`src/rtl/core/sitd_pkg.sv`:
```
// Shared constants and controller/datapath handshake types for the integer-to-text converter.
package sitd_pkg;

  localparam int VALUE_W    = 32;
  localparam int CHAR_W     = 6;
  localparam int DIGIT_W    = 4;
  localparam int MAX_DIGITS = 10;
  localparam int CNT_W      = 4;
  localparam int QUOT_W     = 29;
  localparam int PROD_W     = 2 * VALUE_W;
  localparam int RECIP_SH   = 35;

  // ceil(2^35 / 10): the product shifted right by 35 gives the exact quotient by ten.
  localparam logic [VALUE_W-1:0] RECIP_TEN  = 32'hCCCC_CCCD;
  localparam logic [CHAR_W-1:0]  CHAR_MINUS = 6'd45;
  localparam logic [CHAR_W-1:0]  CHAR_ZERO  = 6'd48;

  typedef struct packed {
    logic load;
    logic mul;
    logic div;
    logic pop;
  } sitd_cmd_t;

  typedef struct packed {
    logic more_digits;
    logic last_char;
  } sitd_status_t;

endpackage

```
`src/rtl/core/sitd_num_if.sv`:
```
// Input channel carrying one signed integer per word.
interface sitd_num_if;
  import sitd_pkg::*;

  logic                      valid;
  logic                      ready;
  logic signed [VALUE_W-1:0] value;

  modport source (output valid, output value, input ready);
  modport sink   (input valid, input value, output ready);
endinterface

```
`src/rtl/core/sitd_text_if.sv`:
```
// Output channel carrying one ASCII character per word.
interface sitd_text_if;
  import sitd_pkg::*;

  logic              valid;
  logic              ready;
  logic [CHAR_W-1:0] char_code;
  logic              last_char;

  modport source (output valid, output char_code, output last_char, input ready);
  modport sink   (input valid, input char_code, input last_char, output ready);
endinterface

```
`src/rtl/core/signed_int_to_decimal_ascii_top.sv`:
```
// Sequence: a load, then a multiply and a divide step per decimal digit, then 1 to 11 output words.
// One value is converted at a time; a new word is taken only after the last character has left.
// Reset (rst, synchronous) returns the controller to idle and drops any text in progress.
// Top level: signed integer to decimal ASCII text, one character per output word.
module signed_int_to_decimal_ascii_top (
  input logic         clk,
  input logic         rst,
  sitd_num_if.sink    num,
  sitd_text_if.source text
);
  import sitd_pkg::*;

  sitd_cmd_t    cmd;
  sitd_status_t status;

  sitd_ctrl u_ctrl (
    .clk       (clk),
    .rst       (rst),
    .in_valid  (num.valid),
    .in_ready  (num.ready),
    .out_valid (text.valid),
    .out_ready (text.ready),
    .status    (status),
    .cmd       (cmd)
  );

  sitd_datapath u_datapath (
    .clk       (clk),
    .rst       (rst),
    .cmd       (cmd),
    .value     (num.value),
    .status    (status),
    .char_code (text.char_code),
    .last_char (text.last_char)
  );

endmodule

```
`src/rtl/core/sitd_datapath.sv`:
```
// Datapath: magnitude register, divide-by-ten step and digit stack.
module sitd_datapath (
  input  logic                              clk,
  input  logic                              rst,
  input  sitd_pkg::sitd_cmd_t               cmd,
  input  logic signed [sitd_pkg::VALUE_W-1:0] value,
  output sitd_pkg::sitd_status_t            status,
  output logic [sitd_pkg::CHAR_W-1:0]       char_code,
  output logic                              last_char
);
  import sitd_pkg::*;

  localparam logic [CNT_W-1:0] LAST_SLOT = CNT_W'(MAX_DIGITS - 1);
  localparam logic [CNT_W-1:0] ONE_CNT   = CNT_W'(1);

  logic [VALUE_W-1:0] mag;
  logic [QUOT_W-1:0]  quot;
  logic [DIGIT_W-1:0] stack [MAX_DIGITS];
  logic [CNT_W-1:0]   count;
  logic               sign_pend;

  logic [VALUE_W-1:0] value_u;
  logic [PROD_W-1:0]  prod;
  logic [VALUE_W-1:0] quot_ext;
  logic [VALUE_W-1:0] quot_x10;
  logic [VALUE_W-1:0] rem_full;

  assign value_u  = VALUE_W'(value);
  assign prod     = PROD_W'(mag) * PROD_W'(RECIP_TEN);
  assign quot_ext = VALUE_W'(quot);
  assign quot_x10 = (quot_ext << 3) + (quot_ext << 1);
  assign rem_full = mag - quot_x10;

  always_ff @(posedge clk) begin
    if (rst) begin
      count     <= '0;
      sign_pend <= 1'b0;
    end else if (cmd.load) begin
      count     <= '0;
      sign_pend <= value_u[VALUE_W-1];
    end else if (cmd.div) begin
      count <= count + ONE_CNT;
    end else if (cmd.pop) begin
      if (sign_pend) begin
        sign_pend <= 1'b0;
      end else begin
        count <= count - ONE_CNT;
      end
    end
  end

  always_ff @(posedge clk) begin
    if (cmd.load) begin
      mag <= value_u[VALUE_W-1] ? (~value_u + VALUE_W'(1)) : value_u;
    end else if (cmd.div) begin
      mag <= quot_ext;
    end
    if (cmd.mul) begin
      quot <= prod[PROD_W-1:RECIP_SH];
    end
  end

  // Digits arrive least significant first; pushing at the bottom leaves the
  // most significant one at the bottom for popping.
  always_ff @(posedge clk) begin
    if (cmd.div) begin
      stack[0] <= rem_full[DIGIT_W-1:0];
      for (int i = 1; i < MAX_DIGITS; i++) begin
        stack[i] <= stack[i-1];
      end
    end else if (cmd.pop && !sign_pend) begin
      for (int i = 0; i < MAX_DIGITS - 1; i++) begin
        stack[i] <= stack[i+1];
      end
    end
  end

  assign status.more_digits = (quot != '0) && (count != LAST_SLOT);
  assign status.last_char   = !sign_pend && (count == ONE_CNT);

  assign char_code = sign_pend ? CHAR_MINUS : (CHAR_ZERO + CHAR_W'(stack[0]));
  assign last_char = status.last_char;

endmodule

```
`src/rtl/core/sitd_ctrl.sv`:
```
// Controller: sequences loading, digit extraction and character output.
module sitd_ctrl (
  input  logic                  clk,
  input  logic                  rst,
  input  logic                  in_valid,
  output logic                  in_ready,
  output logic                  out_valid,
  input  logic                  out_ready,
  input  sitd_pkg::sitd_status_t status,
  output sitd_pkg::sitd_cmd_t   cmd
);
  import sitd_pkg::*;

  typedef enum logic [3:0] {
    S_IDLE = 4'b0001,
    S_MUL  = 4'b0010,
    S_DIV  = 4'b0100,
    S_EMIT = 4'b1000
  } state_t;

  state_t state;
  state_t state_next;

  always_ff @(posedge clk) begin
    if (rst) begin
      state <= S_IDLE;
    end else begin
      state <= state_next;
    end
  end

  always_comb begin
    state_next = state;
    unique case (state)
      S_IDLE: begin
        if (in_valid) state_next = S_MUL;
      end
      S_MUL: state_next = S_DIV;
      S_DIV: begin
        state_next = status.more_digits ? S_MUL : S_EMIT;
      end
      S_EMIT: begin
        if (out_ready && status.last_char) state_next = S_IDLE;
      end
      default: state_next = S_IDLE;
    endcase
  end

  assign in_ready  = (state == S_IDLE);
  assign out_valid = (state == S_EMIT);

  assign cmd.load = (state == S_IDLE) && in_valid;
  assign cmd.mul  = (state == S_MUL);
  assign cmd.div  = (state == S_DIV);
  assign cmd.pop  = (state == S_EMIT) && out_ready;

endmodule

```
`src/flat_wrapper.sv`:
```
// flat-port wrapper written by rule: the top's interface ports become plain ports
module signed_int_to_decimal_ascii_top_flat import sitd_pkg::*;
  (clk, rst, num_valid, num_value, num_ready, text_valid, text_char_code, text_last_char, text_ready);
  sitd_num_if num_i ();
  sitd_text_if text_i ();
  input logic clk;
  input logic rst;
  input wire logic [$bits(num_i.valid)-1:0] num_valid;
  input wire logic [$bits(num_i.value)-1:0] num_value;
  output wire logic [$bits(num_i.ready)-1:0] num_ready;
  output wire logic [$bits(text_i.valid)-1:0] text_valid;
  output wire logic [$bits(text_i.char_code)-1:0] text_char_code;
  output wire logic [$bits(text_i.last_char)-1:0] text_last_char;
  input wire logic [$bits(text_i.ready)-1:0] text_ready;
  assign num_i.valid = num_valid;
  assign num_i.value = num_value;
  assign num_ready = num_i.ready;
  assign text_valid = text_i.valid;
  assign text_char_code = text_i.char_code;
  assign text_last_char = text_i.last_char;
  assign text_i.ready = text_ready;
  signed_int_to_decimal_ascii_top u_core (.clk(clk), .rst(rst), .num(num_i), .text(text_i));
endmodule
```
`config.mk`:
```
export PLATFORM = sky130hd
export DESIGN_NAME = signed_int_to_decimal_ascii_top_flat
export DESIGN_NICKNAME = d
export VERILOG_FILES = /design/src/rtl/core/sitd_pkg.sv /design/src/rtl/core/sitd_num_if.sv /design/src/rtl/core/sitd_text_if.sv /design/src/rtl/core/signed_int_to_decimal_ascii_top.sv /design/src/rtl/core/sitd_datapath.sv /design/src/rtl/core/sitd_ctrl.sv /design/src/flat_wrapper.sv
export SDC_FILE = /design/constraint.sdc
export NUM_CORES = 1
export LEC_CHECK = 0
export BUFFER_PORTS_ARGS = -buffer_cell sky130_fd_sc_hd__buf_4
export CELL_PAD_IN_SITES_DETAIL_PLACEMENT = 0
export CELL_PAD_IN_SITES_GLOBAL_PLACEMENT = 1
export CORE_AREA = 5 5 282 146
export DETAILED_ROUTE_END_ITERATION = 8
export DIE_AREA = 0 0 287 151
export GPL_ROUTABILITY_DRIVEN = 0
export PLACE_DENSITY_LB_ADDON = 0.1
export SLEW_MARGIN = 40
export SYNTH_ARGS = -nofsm -noshare
export SYNTH_HDL_FRONTEND = slang
export SYNTH_SLANG_ARGS = --single-unit
```
`constraint.sdc`:
```
create_clock -name clk -period 16.6 [get_ports clk]
set_clock_uncertainty 0.2 [all_clocks]
set_input_delay 1.66 -clock clk [delete_from_list [all_inputs] [get_ports clk]]
set_output_delay 1.66 -clock clk [all_outputs]
set_load 0.005 [all_outputs]
```
=== After elaboration in Yosys (flattened, before gate mapping) ===
Memory sizes are Yosys's and may differ from the RTL's.
Cells that the tools add are included.

* Word-level logic and storage cells: 76
* Bits in writable memories: 40
* Bits in registers: 70
* Output and inout port bits: 9
* Latch bits: 0
* Bits of input ports: 36
* Memory bits (read-only): 0
* Memories kept: 1

* Add/subtract/negate cells: 6
* Div/mod/pow operators: 0
* Reductions and logical operators: 15
* Bitwise gates (word level): 10
* Shift-type cells: 0
* Multipliers: 1
* $lt $le $gt $ge: 0
* Muxes and demuxes: 28
* Eq/ne operators: 10

{| class="wikitable"
|+ Memories
! memory !! words !! bits a word !! read ports !! clocked after memory_dff !! wr ports !! RTL line !! source
|-
| u_core.u_datapath.stack || 10 || 4 || 10 || 0 || 10 || sitd_datapath.sv:18 || <nowiki>logic [DIGIT_W-1:0] stack [MAX_DIGITS];</nowiki>
|}

{| class="wikitable"
|+ Operators by type and width
! cell !! number
|-
| 32-bit 2-to-1 mux || 3
|-
| 32-bit by 32-bit multiplier with 64-bit output (second input constant) || 1
|-
| 4-bit 2-to-1 mux || 15
|-
| 32-bit by 1-bit adder with 32-bit output (second input constant) || 1
|-
| 32-bit NOT || 1
|-
| 29-bit nonzero test || 1
|-
| 4-bit case mux with 4 select lines || 1
|-
| 1-bit OR || 9
|-
| 4-bit by 1-bit equality test with 1-bit output (second input constant) || 2
|-
| 1-bit 2-to-1 mux || 8
|-
| 5-bit by 5-bit adder with 6-bit output (first input constant) || 1
|-
| 1-bit logical AND || 6
|-
| 6-bit 2-to-1 mux || 1
|-
| 2-bit by 1-bit inequality test with 1-bit output (second input constant) || 3
|-
| 2-bit AND reduction || 3
|-
| 2-bit nonzero test || 3
|-
| 4-bit by 1-bit adder with 4-bit output (second input constant) || 1
|-
| 4-bit adder || 1
|-
| 4-bit by 2-bit equality test with 1-bit output (second input constant) || 1
|-
| 4-bit by 3-bit equality test with 1-bit output (second input constant) || 1
|-
| 4-bit equality test (second input constant) || 1
|-
| 4-bit inequality test (second input constant) || 1
|-
| 4-bit by 1-bit subtractor with 4-bit output (second input constant) || 1
|-
| 4-bit subtractor || 1
|-
| 3 further kinds || 3
|}

=== Longest topological paths before layout ===
* Word-level depth: 7
* Mapped depth: 25
* Mapped depth without buffers: 25

=== By module ===
Synthesis repeated with hierarchy kept, for this count alone.

* Cells, all modules: 2182
* Area total of the unflattened synthesis: 22041.1 µm²

{| class="wikitable"
|+ Modules (own cells, without submodules)
! module !! area an instance (µm²) !! cells an instance !! instances
|-
| sitd_datapath || 21818.4 || 2160 || 1
|-
| sitd_ctrl || 222.7 || 22 || 1
|}

=== Worst setup path after synthesis ===
Ideal clock, no wire load.

* Kind: register to register
* Start: reg u_core.u_datapath.mag[19]
* End: reg u_core.u_datapath.quot[25] (data pin)
* Arrival time: 6.614 ns
* Period minus slack after synthesis: 7.080 ns
* Stages on the path, launching flop included: 25
* Required time: 16.134 ns
* Setup slack: 9.520 ns
* Buffers on the path: 0
* Cell sequence: edfxtp_1 ha_1 inv_1 fa_1 inv_1 fa_1 inv_1 fa_1 inv_1 fa_1 fa_1 fa_1 inv_1 fa_1 inv_1 ha_1 a21o_1 a21o_1 a221oi_2 o21ai_1 a31oi_2 o21ai_1 a221oi_2 o221ai_1 xor2_1

* Cells in the longest elaborated chain, start to end: 1

{| class="wikitable"
|+ Ends and longest elaborated chain
! what !! RTL line !! source
|-
| start: declaration || sitd_datapath.sv:16 || <nowiki>logic [VALUE_W-1:0] mag;</nowiki>
|-
| start signal: assignment || sitd_datapath.sv:54 || <nowiki>mag <= value_u[VALUE_W-1] ? (~value_u + VALUE_W'(1)) : value_u;</nowiki>
|-
| start signal: assignment || sitd_datapath.sv:56 || <nowiki>mag <= quot_ext;</nowiki>
|-
| 32-bit by 32-bit multiplier with 64-bit output || sitd_datapath.sv:29 || <nowiki>assign prod = PROD_W'(mag) * PROD_W'(RECIP_TEN);</nowiki>
|-
| net u_core.u_datapath.prod[60] || sitd_datapath.sv:23 || <nowiki>logic [PROD_W-1:0] prod;</nowiki>
|-
| end signal: assignment || sitd_datapath.sv:59 || <nowiki>quot <= prod[PROD_W-1:RECIP_SH];</nowiki>
|-
| end: declaration || sitd_datapath.sv:17 || <nowiki>logic [QUOT_W-1:0] quot;</nowiki>
|}

The timed path passes the listed nets, and every way through them passes these cells.
A chain may end at the register's enable or synchronous reset.

=== Worst setup path in the final report ===
* Start: reg u_core.u_datapath.mag[20]
* End: reg u_core.u_datapath.quot[25] (data pin)

Same word-level chain as after synthesis.

==> reports/metrics.cfg <==
[sta]
tightest_slew_ps = 858
relSlewSlack_pct = 42.2
fmax_ghz = 0.122
setup_ws_ps = 8390
fin_crit_ps = 8210
setup_viol = 0
final-hold-violation-count = 0
holdWs_ps = 253
rsz0062_at_grt = false
setup_tns_ps = 0
final-max-slew-violation-count = 0
fin_crit_sh_pct = 49.5

[yosys]
synth_cell_types = 65
synth_nets = 2894
synth_edf_count = 101
synth_top_area_share_pct = 35.6
synth_cells = 2118
synth_top_area_cell = fa_1
ys_seq_elements = 110
async_reset_ff_share_pct = 0
synth_area_um2 = 21700
synthMostInstantiatedCell = inv_1
synth.avg_cell_area_um2 = 10.2
yosys-top-cells-area = fa_1, ha_1, edfxtp_1, inv_1, nand2_1
synth_ff_type = edfxtp_1
yosys_warnings = 0
ys_top_cells_by_count = inv_1, fa_1, ha_1, nand2_1, edfxtp_1
yosysSeqAreaShare_pct = 14.8

[critical_path]
critical_path_required_ps = 16530
crit_start = u_core.u_datapath.mag[20]
path_delay_family = adder cells
endpoint = u_core.u_datapath.quot[25]
slowest_delay_ps = 690
worstSetupPathType = reg -> reg
critical_path_buf_inv_count = 6
path_cells = ha_1, inv_1, fa_1, inv_1, fa_1, inv_1, fa_1, inv_1, fa_1, fa_1, fa_1, inv_1, fa_1, inv_1, ha_1, nand2_1, nor2_1, a221oi_2, o21ai_1, a31oi_2, o21ai_1, a221oi_2, o221ai_1, xor2_1
cp-end-kind = flop
crit_top_cell = fa_1
rr_worst_depth = 24
r2r-start = u_core.u_datapath.mag[20]
startpoint_type = flop
crit_fanout = 5
rrSetupSlack_ps = 8390
cp.depth = 24
reg2reg_to = u_core.u_datapath.quot[25]
slowest_stage = fa_1
arrival_ps = 8140

[job]
cap_viol_max_count = 0

[die]
pin_count = 45
dieArea_um2 = 43300
die_w_um = 287
die_y_um = 151
start_util_pct = 56.5
rows = 51
core_um2 = 38400

[clocking]
cts-root-buf = clkbuf_16
cts.sinks = 110
cts.path.max_buffers = 2
postCtsHoldBufs = 0
cts_tree = done
post_cts_resized = 0
post-cts-setup-buffers = 0
clk_latency_ps = 380
htreeDepth = 3
clk_pin_slew_ps = 90
numCtsBuffers = 9

[grt]
grt_max_degree = 65
grt-ovfl-total = 0
grt_pass1_wl_um = 101000
grt_pass1_vias = 15800
antenna_found_initial = 1
track_usage_pct = 32.4

[routing]
drtAntennaViolNets = 0
routed_via_density = 5.72
drtPass1Iterations = 5
routed_wl_um = 67300
drc = 0
avgRoutedWirePerCell_um = 25.1
vias = 15300
detail_route.iter0.violations = 1521

[finish]
drive_above_1_share_pct = 4.24
area_growth_pct = 5.72
stdcell_area_um2 = 22900
final_nets = 2916

[placed_design]
dpl_cell_area_um2 = 22600
dp_hpwl_um = 60100
place_ws_ps = 8620
port_buffers = 43

[worst_hold_path]
holdPathStages = 0
min-delay-start = u_core.u_datapath.stack[0][35]
min_path_type = reg -> reg

[outcome]
status = finished, final reports clean

==> sequential cells by signal, indices dropped and copies added, names as in the netlist <==
name,cells
u_core.u_ctrl.state,4
u_core.u_datapath.count,4
u_core.u_datapath.mag,32
u_core.u_datapath.quot,29
u_core.u_datapath.sign_pend,1
u_core.u_datapath.stack,40
==> how the worst min path moves through the flow <==
| stage | end | slack (ps) |
|---|---|---|
| CTS | u_core.u_datapath.stack[0][39] | 250 |
| detailed placement | u_core.u_datapath.stack[0][37] | 240 |
| global placement | u_core.u_datapath.stack[0][38] | 230 |
| floorplan | u_core.u_datapath.stack[0][36] | 230 |
| finish | u_core.u_datapath.stack[0][39] | 250 |
| global route | u_core.u_datapath.stack[0][39] | 260 |
==> cell type report <==
cell class,instances,area [um^2]
Inverter,532,2000
Fill cell,3341,15500
Tap cell,530,663
Sequential cell,110,3210
Multi-Input combinational cell,1439,16400
Timing Repair Buffer,48,360
Clock buffer,9,225
Antenna cell,2,5.00
Clock inverter,7,113
==> cell usage in the layout (no fill, tap or decap), types with 33 or more instances in the layout <==
master / n
fa_1: 386
xor2_1: 70
nor2_1: 35
nand2_1: 187
buf_4: 48
o21ai_0: 33
xnor2_1: 44
ha_1: 354
a21oi_1: 73
inv_1: 531
edfxtp_1: 101
a21o_1: 37
==> layer usage <==
metal	vias up	wire, um	share of wire (%)	global-route usage, %
met5	-	527	0.78	8.86
met3	43	13500	20	24.3
li1	6788	-	-	-
met2	860	21800	32	35.9
met4	8	313	0.47	2.60
met1	7621	31100	46	49.1
==> kinds of logic (layout without fill, tap and decap cells) <==
logic type,count (synthesis),after routing,synth area share (%)
and+or+nand+nor,330,330,6.96
other,1,3,0.0173
muxes,1,1,0.0461
adders and majority gates,740,740,56.0
buffers and inverters,569,596,9.86
AOI/OAI and AO/OA,253,253,7.66
xor gates and xnor gates,114,114,4.60
DFF,110,110,14.8
==> metrics by stage <==
step | util (%) | instances
after floorplan | - | 2118
after global placement | 58.8 | 2659
after detailed placement | 58.8 | 2659
after CTS | 59.7 | 2675
after global routing | 59.7 | 2676
final | 59.7 | 2677
Power is not shown: default switching activity piles up to over one toggle a cycle in this logic, so the estimate is an artifact.
